==> config.mk <==
export PLATFORM = sky130hd
export DESIGN_NAME = newton_square_root
export DESIGN_NICKNAME = d
export VERILOG_FILES = /design/src/design/nsr_pkg.sv /design/src/design/nsr_regs.sv /design/src/design/nsr_div.sv /design/src/design/newton_square_root.sv
export SDC_FILE = /design/constraint.sdc
export NUM_CORES = 1
export LEC_CHECK = 0
export BUFFER_PORTS_ARGS = -buffer_cell sky130_fd_sc_hd__clkbuf_2
export CORE_MARGIN = 2
export CORE_UTILIZATION = 45
export DETAILED_ROUTE_END_ITERATION = 16
export MAX_ROUTING_LAYER = met4
export PLACE_DENSITY = 0.65
export SYNTH_ARGS = -nofsm -noshare
export SYNTH_HDL_FRONTEND = slang
export SYNTH_SLANG_ARGS = --single-unit
==> constraint.sdc <==
create_clock -name clk_i -period 6.35 [get_ports clk_i]
set_input_delay 0.635 -clock clk_i [delete_from_list [all_inputs] [get_ports clk_i]]
set_output_delay 0.635 -clock clk_i [all_outputs]
set_load 0.03 [all_outputs]
==> src/design/nsr_pkg.sv <==
// Shared widths, register map, reset values and config struct for the Newton square root block.
package nsr_pkg;

  localparam int unsigned ROOT_W         = 32;
  localparam int unsigned HALF_W         = ROOT_W / 2;
  localparam int unsigned TOL_W          = 16;
  localparam int unsigned PASS_W         = 7;
  localparam int unsigned APB_DATA_W     = 32;
  localparam int unsigned APB_ADDR_W     = 3;
  localparam int unsigned MAX_PASSES_DEF = 32;

  localparam logic [ROOT_W-1:0] GUESS_RST = ROOT_W'(65536);
  localparam logic [TOL_W-1:0]  TOL_RST   = TOL_W'(328);

  // Register select bit (paddr[2])
  localparam logic REG_GUESS = 1'b0;
  localparam logic REG_TOL   = 1'b1;

  typedef struct packed {
    logic [ROOT_W-1:0] guess;
    logic [TOL_W-1:0]  tol;
  } cfg_t;

endpackage

==> src/design/nsr_regs.sv <==
// APB configuration registers: starting guess and convergence tolerance.
module nsr_regs (
  input  logic                               clk_i,
  input  logic                               rst_ni,
  input  logic                               psel,
  input  logic                               penable,
  input  logic                               pwrite,
  input  logic [nsr_pkg::APB_ADDR_W-1:0]     paddr,
  input  logic [nsr_pkg::APB_DATA_W-1:0]     pwdata,
  output logic [nsr_pkg::APB_DATA_W-1:0]     prdata,
  output logic                               pready,
  output nsr_pkg::cfg_t                      cfg_o
);

  nsr_pkg::cfg_t cfg_q, cfg_d;
  logic          wr_en;
  logic          sel;

  assign pready = 1'b1;
  assign wr_en  = psel & penable & pwrite;
  assign sel    = paddr[2];

  always_comb begin
    cfg_d = cfg_q;
    if (wr_en) begin
      case (sel)
        nsr_pkg::REG_GUESS: cfg_d.guess = pwdata[nsr_pkg::ROOT_W-1:0];
        nsr_pkg::REG_TOL:   cfg_d.tol   = pwdata[nsr_pkg::TOL_W-1:0];
        default:            cfg_d       = cfg_q;
      endcase
    end
  end

  always_ff @(posedge clk_i or negedge rst_ni) begin
    if (!rst_ni) begin
      cfg_q.guess <= nsr_pkg::GUESS_RST;
      cfg_q.tol   <= nsr_pkg::TOL_RST;
    end else begin
      cfg_q <= cfg_d;
    end
  end

  always_comb begin
    case (sel)
      nsr_pkg::REG_GUESS: prdata = nsr_pkg::APB_DATA_W'(cfg_q.guess);
      nsr_pkg::REG_TOL:   prdata = nsr_pkg::APB_DATA_W'(cfg_q.tol);
      default:            prdata = '0;
    endcase
  end

  assign cfg_o = cfg_q;

endmodule

==> src/design/nsr_div.sv <==
// Bit-serial restoring divider: floor((radicand << 16) / guess), saturated to 32 bits.
module nsr_div (
  input  logic                          clk_i,
  input  logic                          rst_ni,
  input  logic                          start_i,
  input  logic [nsr_pkg::ROOT_W-1:0]    radicand_i,
  input  logic [nsr_pkg::ROOT_W-1:0]    guess_i,
  output logic                          done_o,
  output logic [nsr_pkg::ROOT_W-1:0]    quot_o
);

  localparam int unsigned W     = nsr_pkg::ROOT_W;
  localparam int unsigned HW    = nsr_pkg::HALF_W;
  localparam int unsigned CNT_W = $clog2(W);

  logic             busy_q, busy_d;
  logic             done_q, done_d;
  logic [CNT_W-1:0] cnt_q, cnt_d;
  logic [W-1:0]     rem_q, rem_d;
  logic [W-1:0]     dvd_q, dvd_d;
  logic [W-1:0]     quot_q, quot_d;
  logic             ovf;
  logic [W:0]       trial;
  logic [W+1:0]     sub;

  // Quotient needs more than 32 bits when the radicand's integer part reaches the guess.
  assign ovf   = (guess_i[W-1:HW] == '0) && (radicand_i[W-1:HW] >= guess_i[HW-1:0]);
  assign trial = {rem_q, dvd_q[W-1]};
  assign sub   = {1'b0, trial} - {2'b00, guess_i};

  always_comb begin
    busy_d = busy_q;
    done_d = 1'b0;
    cnt_d  = cnt_q;
    rem_d  = rem_q;
    dvd_d  = dvd_q;
    quot_d = quot_q;
    if (!busy_q) begin
      if (start_i) begin
        if (ovf) begin
          quot_d = '1;
          done_d = 1'b1;
        end else begin
          // Top 16 quotient bits are zero; partial remainder is the integer part.
          rem_d  = W'(radicand_i[W-1:HW]);
          dvd_d  = {radicand_i[HW-1:0], {HW{1'b0}}};
          quot_d = '0;
          cnt_d  = '0;
          busy_d = 1'b1;
        end
      end
    end else begin
      if (!sub[W+1]) begin
        rem_d  = sub[W-1:0];
        quot_d = {quot_q[W-2:0], 1'b1};
      end else begin
        rem_d  = trial[W-1:0];
        quot_d = {quot_q[W-2:0], 1'b0};
      end
      dvd_d = {dvd_q[W-2:0], 1'b0};
      cnt_d = cnt_q + 1'b1;
      if (cnt_q == CNT_W'(W - 1)) begin
        busy_d = 1'b0;
        done_d = 1'b1;
      end
    end
  end

  always_ff @(posedge clk_i or negedge rst_ni) begin
    if (!rst_ni) begin
      busy_q <= 1'b0;
      done_q <= 1'b0;
      cnt_q  <= '0;
    end else begin
      busy_q <= busy_d;
      done_q <= done_d;
      cnt_q  <= cnt_d;
    end
  end

  always_ff @(posedge clk_i) begin
    rem_q  <= rem_d;
    dvd_q  <= dvd_d;
    quot_q <= quot_d;
  end

  assign done_o = done_q;
  assign quot_o = quot_q;

endmodule

==> src/design/newton_square_root.sv <==
// Newton square root top level: APB registers, pass sequencer and bit-serial divider.
// Each Newton pass runs start, bit-serial divide, add and check steps; a pass whose
// quotient saturates skips the bit-serial shifting. An item takes up to MAX_PASSES
// passes; one item is in work at a time.
// A new item is taken while the previous result still waits on the output.
// rst_ni clears control state and loads guess 1.0 and tolerance 328; no clearing pass.
module newton_square_root #(
  parameter int unsigned MAX_PASSES = nsr_pkg::MAX_PASSES_DEF
) (
  input  logic                           clk_i,
  input  logic                           rst_ni,
  input  logic                           psel,
  input  logic                           penable,
  input  logic                           pwrite,
  input  logic [nsr_pkg::APB_ADDR_W-1:0] paddr,
  input  logic [nsr_pkg::APB_DATA_W-1:0] pwdata,
  output logic [nsr_pkg::APB_DATA_W-1:0] prdata,
  output logic                           pready,
  input  logic                           s_axis_tvalid,
  output logic                           s_axis_tready,
  input  logic [31:0]                    s_axis_tdata,  // [31:0] radicand
  output logic                           m_axis_tvalid,
  input  logic                           m_axis_tready,
  output logic [39:0]                    m_axis_tdata,  // [31:0] root, [38:32] passes
  output logic                           m_axis_tuser   // [0] converged
);

  localparam int unsigned W  = nsr_pkg::ROOT_W;
  localparam int unsigned PW = nsr_pkg::PASS_W;

  localparam logic [2:0] ST_IDLE  = 3'd0;
  localparam logic [2:0] ST_START = 3'd1;
  localparam logic [2:0] ST_DIV   = 3'd2;
  localparam logic [2:0] ST_ADD   = 3'd3;
  localparam logic [2:0] ST_CHK   = 3'd4;
  localparam logic [2:0] ST_FIN   = 3'd5;

  nsr_pkg::cfg_t cfg;

  logic [2:0]    state_q, state_d;
  logic [PW-1:0] pass_q, pass_d;
  logic          mvalid_q, mvalid_d;
  logic [W-1:0]  rad_q, rad_d;
  logic [W-1:0]  guess_q, guess_d;
  logic [W-1:0]  next_q, next_d;
  logic [W-1:0]  res_root_q, res_root_d;
  logic          res_conv_q, res_conv_d;
  logic [W-1:0]  mroot_q, mroot_d;
  logic          mconv_q, mconv_d;
  logic [PW-1:0] mpass_q, mpass_d;

  logic          in_acc;
  logic          div_start;
  logic          div_done;
  logic [W-1:0]  quot;
  logic [W:0]    sum;
  logic [W:0]    dnext;
  logic [W-1:0]  diff;
  logic          conv;

  nsr_regs u_regs (
    .clk_i   (clk_i),
    .rst_ni  (rst_ni),
    .psel    (psel),
    .penable (penable),
    .pwrite  (pwrite),
    .paddr   (paddr),
    .pwdata  (pwdata),
    .prdata  (prdata),
    .pready  (pready),
    .cfg_o   (cfg)
  );

  nsr_div u_div (
    .clk_i      (clk_i),
    .rst_ni     (rst_ni),
    .start_i    (div_start),
    .radicand_i (rad_q),
    .guess_i    (guess_q),
    .done_o     (div_done),
    .quot_o     (quot)
  );

  assign s_axis_tready = (state_q == ST_IDLE);
  assign in_acc        = s_axis_tvalid & s_axis_tready;

  assign sum   = {1'b0, guess_q} + {1'b0, quot};
  assign dnext = {1'b0, next_q} - {1'b0, guess_q};
  assign diff  = dnext[W] ? (guess_q - next_q) : dnext[W-1:0];
  assign conv  = diff < W'(cfg.tol);

  always_comb begin
    state_d    = state_q;
    pass_d     = pass_q;
    mvalid_d   = mvalid_q & ~m_axis_tready;
    rad_d      = rad_q;
    guess_d    = guess_q;
    next_d     = next_q;
    res_root_d = res_root_q;
    res_conv_d = res_conv_q;
    mroot_d    = mroot_q;
    mconv_d    = mconv_q;
    mpass_d    = mpass_q;
    div_start  = 1'b0;
    case (state_q)
      ST_IDLE: begin
        if (in_acc) begin
          rad_d   = s_axis_tdata;
          guess_d = cfg.guess;
          pass_d  = '0;
          state_d = ST_START;
        end
      end
      ST_START: begin
        if (guess_q == '0) begin
          res_root_d = '0;
          res_conv_d = 1'b0;
          state_d    = ST_FIN;
        end else begin
          div_start = 1'b1;
          state_d   = ST_DIV;
        end
      end
      ST_DIV: begin
        if (div_done) begin
          state_d = ST_ADD;
        end
      end
      ST_ADD: begin
        next_d  = sum[W:1];
        pass_d  = pass_q + 1'b1;
        state_d = ST_CHK;
      end
      ST_CHK: begin
        if (conv) begin
          res_root_d = next_q;
          res_conv_d = 1'b1;
          state_d    = ST_FIN;
        end else if (pass_q == PW'(MAX_PASSES)) begin
          res_root_d = next_q;
          res_conv_d = 1'b0;
          state_d    = ST_FIN;
        end else begin
          guess_d = next_q;
          state_d = ST_START;
        end
      end
      ST_FIN: begin
        if (!mvalid_q || m_axis_tready) begin
          mvalid_d = 1'b1;
          mroot_d  = res_root_q;
          mconv_d  = res_conv_q;
          mpass_d  = pass_q;
          state_d  = ST_IDLE;
        end
      end
      default: state_d = ST_IDLE;
    endcase
  end

  always_ff @(posedge clk_i or negedge rst_ni) begin
    if (!rst_ni) begin
      state_q  <= ST_IDLE;
      pass_q   <= '0;
      mvalid_q <= 1'b0;
    end else begin
      state_q  <= state_d;
      pass_q   <= pass_d;
      mvalid_q <= mvalid_d;
    end
  end

  always_ff @(posedge clk_i) begin
    rad_q      <= rad_d;
    guess_q    <= guess_d;
    next_q     <= next_d;
    res_root_q <= res_root_d;
    res_conv_q <= res_conv_d;
    mroot_q    <= mroot_d;
    mconv_q    <= mconv_d;
    mpass_q    <= mpass_d;
  end

  assign m_axis_tvalid = mvalid_q;
  assign m_axis_tdata  = {1'b0, mpass_q, mroot_q};
  assign m_axis_tuser  = mconv_q;

  a_done_in_div: assert property (@(posedge clk_i) disable iff (!rst_ni)
    div_done |-> state_q == ST_DIV)
    else $error("divider finished outside the divide state");

  a_chk_has_pass: assert property (@(posedge clk_i) disable iff (!rst_ni)
    state_q == ST_CHK |-> pass_q != '0)
    else $error("check step with no pass counted");

  a_pass_limit: assert property (@(posedge clk_i) disable iff (!rst_ni)
    state_q != ST_IDLE |-> pass_q <= PW'(MAX_PASSES))
    else $error("pass count beyond limit");

  a_conv_pass: assert property (@(posedge clk_i) disable iff (!rst_ni)
    m_axis_tvalid && m_axis_tuser |-> m_axis_tdata[38:32] != '0)
    else $error("converged result with zero passes");

endmodule

# Yosys cells after proc, flatten, opt, wreduce, memory -nomap -nowiden

Cells that the tools add are included.

Input bits: 74
Latch bits: 0
Memory bits (read-only): 0
Output and inout port bits: 76
Bits in registers: 330
Memories: 0
Logic and storage cells: 117
Bits in writable memories: 0

Bitwise operators: 6
Reduce and logical (&&, ||, !) cells: 19
Multipliers: 0
Multiplexer cells: 49
$add $sub $neg: 6
$lt $le $gt $ge: 2
Equality and inequality tests: 15
Shift operators: 0
Div/mod/pow operators: 0

Operators by type and width:

| operator            | count |
|---|---|
| $mux 32             | 17 |
| $pmux 32 s2         | 3 |
| $sub 33x32->34      | 1 |
| $add 32x32->33      | 1 |
| $sub 32x32->33      | 1 |
| $logic_not 32->1    | 1 |
| $lt 32x16->1        | 1 |
| $sub 32x32->32      | 1 |
| $mux 3              | 6 |
| $pmux 3 s6          | 1 |
| $ge 16x16->1        | 1 |
| $logic_not 16->1    | 1 |
| $mux 1              | 16 |
| $mux 5              | 3 |
| $pmux 7 s2          | 1 |
| $reduce_and 2->1    | 6 |
| $ne 2x2->1 const B  | 4 |
| $reduce_bool 2->1   | 4 |
| $add 7x1->7 const B | 1 |
| $eq 7x6->1 const B  | 1 |
| $mux 7              | 1 |
| $eq 3x2->1 const B  | 2 |
| $eq 3x3->1 const B  | 2 |
| $ne 2x1->1 const B  | 3 |
| other kinds (13)    | 18 |

# Depth between registers and ports, before layout

Depth in word-level cells: 5
Gate-level depth with buffers: 26
Mapped depth without buffers: 23

# Modules after synthesis

Synthesis repeated with hierarchy kept, for this count alone.

Cell total of the unflattened synthesis: 1881
Area total of the unflattened synthesis: 20105.5 sq um

By module, submodules not included:

| module             | area an instance (sq um) | sequential area each (sq um) | cells each | instances |
|---|---|---|---|---|
| newton_square_root | 11806.3                  | 5350.1                       | 1125       | 1 |
| nsr_div            | 6033.3                   | 2577.5                       | 616        | 1 |
| nsr_regs           | 2265.9                   | 1206.2                       | 140        | 1 |

# Worst setup path after synthesis

Ideal clock, no wire load.

Path kind: reg2reg
From: register guess_q[1]
To: register guess_q[0] (enable)
Arrival: 6.532 ns
Path buffers: 3
Slack: -0.652 ns
Library setup time: 0.470 ns
Stages on the path, launching flop included: 25
Path through: edfxtp_1 > inv_1 > fa_1 > nand3_1 > a21oi_2 > nor3_4 > o31ai_4 > a41oi_1 > buf_2 > buf_2 > clkbuf_1 > nand3_1 > o21ai_0 > xnor2_1 > ha_1 > nand2_1 > o21ai_0 > a21oi_1 > o21ai_0 > a221oi_1 > o2111ai_1 > a211oi_1 > nand4_1 > nor4_2 > o31ai_1

Longest elaborated chain between the ends: 5
Elaborated cells between the ends (all ways): 6
Those cells by class: 2 x add/sub; 1 x order compare; 1 x eq/ne; 1 x mux; 1 x reduce/logical

RTL lines:

| item                                             | line                                               | source |
|---|---|---|
| from (decl)                                      | newton_square_root.sv:44                           | `logic [W-1:0] guess_q, guess_d;` |
| from (signal assigned)                           | newton_square_root.sv:175                          | `guess_q <= guess_d;` |
| $sub 32x32->33 or $sub 32x32->32 (tied branches) | newton_square_root.sv:88, newton_square_root.sv:89 |  |
| $mux 32 *                                        | newton_square_root.sv:89                           | `assign diff = dnext[W] ? (guess_q - next_q) : dnext[W-1:0];` |
| $lt 32x16->1 *                                   | newton_square_root.sv:90                           | `assign conv = diff < W'(cfg.tol);` |
| $ne 2x2->1 (no line) *                           | n/a                                                |  |
| $reduce_and 4->1 (no line) *                     | n/a                                                |  |

Every way passes the cells marked *; elsewhere a longest branch is shown, timed or not.
A chain may end at the register's enable or synchronous reset.

# Final worst setup path

From: register guess_q[9]
To: register res_root_q[7] (enable)

Longest elaborated chain between the ends: 5
Elaborated cells between the ends (all ways): 8
Those cells by class: 2 x add/sub; 1 x order compare; 2 x eq/ne; 1 x mux; 2 x reduce/logical

RTL lines:

| item                                             | line                                               | source |
|---|---|---|
| $sub 32x32->33 or $sub 32x32->32 (tied branches) | newton_square_root.sv:88, newton_square_root.sv:89 |  |
| $mux 32                                          | newton_square_root.sv:89                           |  |
| $lt 32x16->1                                     | newton_square_root.sv:90                           |  |
| $ne 3x3->1 (no line)                             | n/a                                                |  |
| $reduce_and 3->1 (no line) *                     | n/a                                                |  |
| to (signal assigned)                             | newton_square_root.sv:177                          | `res_root_q <= res_root_d;` |
| to (decl)                                        | newton_square_root.sv:46                           | `logic [W-1:0] res_root_q, res_root_d;` |

Marked as above.

==> impl_metrics.tcl <==
set metrics [dict create \
    r2r_slack_ps 410 \
    place_ws_ps 392.4 \
    grt_pass1_wl_microns 78360 \
    cts_max_level 2 \
    status "finished clean" \
    ios 150 \
    startpoint_type "flop" \
    clockBufferDepth 3 \
    clock_sinks 315 \
    slew-limit-headroom_pct 29.97 \
    netlist_area_sq_um 19440 \
    synth-edff-count 249 \
    core_sq_um 42890 \
    grt_pass1_vias 14330 \
    antenna_found_initial 0 \
    tritoncts "yes" \
    cp_slowest_cell "edfxtp_1" \
    cts_setup_buffers 0 \
    synth.distinct_cells 85 \
    crit_family "compound AO/OA/AOI/OAI gates" \
    wl_microns 50020 \
    grt_setup_unrepaired "false" \
    layout_common_cells "edfxtp_1, nand2_1, ha_1" \
    fillerInstances 3875 \
    timing.final.max_slew_violations 0 \
    avgSynthCellArea_sq_um 10.48 \
    fin_skew_ps 22.65 \
    p_per_area_nw_per_um2 543.2 \
    crit_required_ps 6580 \
    worst_pin_slew_ps 1047 \
    dp_hpwl_microns 37880 \
    ant_nets 0 \
    route.detailed.drc 0 \
    setup_tns_ps 0 \
    cp_num_cells 20 \
    drt_iter0_markers 1035 \
    yosys_warnings 0 \
    port-buffer-count 145 \
    die_w_microns 211.8 \
    worstSetupStartpoint "guess_q[9]" \
    initial_utilization_pct 45.32 \
    num_vias 14600 \
    async_flop_share_pct 20.95 \
    post-route-min-period_ps 5936 \
    drive_above_1_share_pct 17.63 \
    synth_top_area_share_pct 38.47 \
    grt_max_degree 69 \
    cp.arrival_ps 6170 \
    maxCapViolations 0 \
    fin_cells 2616 \
    ys.flop_type "edfxtp_1" \
    finalSetupViolCount 0 \
    placedCellCount 2547 \
    num_rows 76 \
    setup.worst_path.end_class "flop" \
    dieArea_sq_um 44870 \
    crit_type "flop to flop" \
    path_cells "inv_1 -> ha_1 -> a21oi_4 -> o21ai_0 -> a21oi_2 -> o31ai_4 -> a41oi_2 -> buf_4 -> o21ai_0 -> xnor2_1 -> ha_1 -> a21o_1 -> a21o_1 -> a221oi_1 -> o2111ai_1 -> a211oi_1 -> nand4_1 -> nor4_2 -> a21o_1 -> buf_12" \
    cts_made_buffers 37 \
    wire_per_inst_microns 19.12 \
    worstReg2RegEnd "res_root_q[7]" \
    postPlaceCellArea_sq_um 20890 \
    post-route-period-util_pct 93.49 \
    synthToLayoutAreaGrowth_pct 13.92 \
    synth-seq-cells 315 \
    fmax_ghz 0.1685 \
    gp_congestion 0.9339 \
    firstDrtPassIters 6 \
    fin_area_sq_um 22140 \
    r2r_start "guess_q[9]" \
    crit_top_cell "a21o_1" \
    synth-seq-area-share_pct 46.99 \
    dieHeight_microns 211.8 \
    fin_ws_ps 413.7 \
    slowest_delay_ps 490 \
    final_common_cell "edfxtp_1" \
    final_hold_viol_count 0 \
    path_buf_inv 3 \
    gr-total-overflow 0 \
    p_leak_uw 0.009882 \
    synthTopCellsByArea "edfxtp_1, ha_1, dfrtp_1, mux2_2, a21oi_1" \
    diodes 0 \
    avgViaCountPerCell 5.580 \
    endpoint "res_root_q[7]" \
    synth_top_area_cell "edfxtp_1" \
    clockRootBuffer "clkbuf_16" \
    clk_latency_ps 560 \
    rr_worst_depth 20 \
    critPathMaxFanout 33 \
    hp-class "input pin to flop" \
    peakVddDrop_uv 272.7 \
    worst_setup_hold_path_clk_slew_ps 60 \
    mappedNetlistNets 2093 \
    grt.total_usage_pct 23.12 \
    synthCells 1854 \
    nets 2241 \
]
[through the flow]
| step | power (uW) | utilization (%) | hold slack, ps |
|---|---|---|---|
| floorplan | 8178 | - | 339.4 |
| finish | 12030 | 51.63 | 253.3 |
| global route | 12950 | 51.63 | 234.1 |
| detailed placement | 9780 | 48.71 | 404.5 |
| global placement | 9660 | 48.71 | 401.7 |
| CTS | 12040 | 51.62 | 223.3 |
[metal layers]
metal	wire length, microns	share of wire, %	track usage, %	vias up
met2	21760	44	34.61	408
li1	-	-	-	7084
met1	24300	49	32.34	7021
met4	1181	2.4	6.629	0
met3	2769	5.5	3.916	84
met5	0	0	-	-
[state kept, by name (all words and copies together) (netlist names)]
register	flops
mroot_q	32
guess_q	32
u_div.done_o	1
u_div.dvd_q	16
state_q	3
u_div.quot_o	32
next_q	32
pass_q	7
res_conv_q	1
mpass_q	7
rad_q	32
m_axis_tuser	1
u_div.cnt_q	5
u_div.busy_q	1
u_div.rem_q	32
res_root_q	32
m_axis_tvalid	1
u_regs.cfg_o	48
[logic make-up after synthesis]
group,count (synthesis),synth area share [%]
compound gates,504,16.74
simple gates,502,12.38
flops,315,46.99
buf+inv,190,4.023
fa+ha+maj,165,10.78
xor+xnor,88,4.004
mux,88,5.047
other cells,2,0.03864
[power breakdown]
group | total (uW) | switching (uW) | internal (uW)
registers | 3510 | 409 | 3100
clock network | 2180 | 860 | 1320
logic | 6340 | 3740 | 2590
total | 12000 | 5010 | 7020
[area by class of cell]
class	instances	area, sq um	share of cell area [%]
sequential	315	9135	41.26
tap	585	732.0	3.306
clock inverter	25	246.5	1.113
inverter	116	435.4	1.966
timing repair buffer	183	1041	4.701
clock buffer	43	991.0	4.475
multi-input combinational	1349	9562	43.18
[how the worst min path moves through the flow]
stage	depth (start not counted)	end	slack [ps]	start
2_1_floorplan	0	m_axis_tvalid	340	rst_ni
3_5_place_dp	0	mroot_q[10]	400	res_root_q[10]
6_report	1	rad_q[5]	250	s_axis_tdata[5]
5_1_grt	1	rad_q[6]	230	s_axis_tdata[6]
4_1_cts	1	rad_q[10]	220	s_axis_tdata[10]
3_3_place_gp	0	mroot_q[20]	400	res_root_q[20]
[repair_timing]
item,CTS,global route
gates resized for setup,0,2
hold buffers,1,0
hold endpoints to repair,7,0
setup endpoints to repair,0,64
[cell usage after synthesis, types with 5 or more instances]
master     instances
a211o_1            7
a211oi_1          14
a21o_1            96
a21oi_1          155
a221oi_1           5
a311oi_1           6
a31oi_1           11
and2_1            15
and3_1            15
and4_1             6
buf_2             15
buf_6              5
clkbuf_1          47
dfrtp_1           62
edfxtp_1         249
ha_1             161
inv_1            116
mux2_2            80
mux2i_1            8
nand2_1          166
nand2b_1          20
nand3_1           39
nand4_1           25
nor2_1           129
nor2b_1           34
nor3_1            18
nor4_1             9
o2111ai_1          6
o211ai_1          10
o21a_1            12
o21ai_0          104
o21bai_1          13
o221ai_1           6
o31ai_1            9
or3_1              5
xnor2_1           51
xor2_1            36
(Power assumes the default switching activity.)
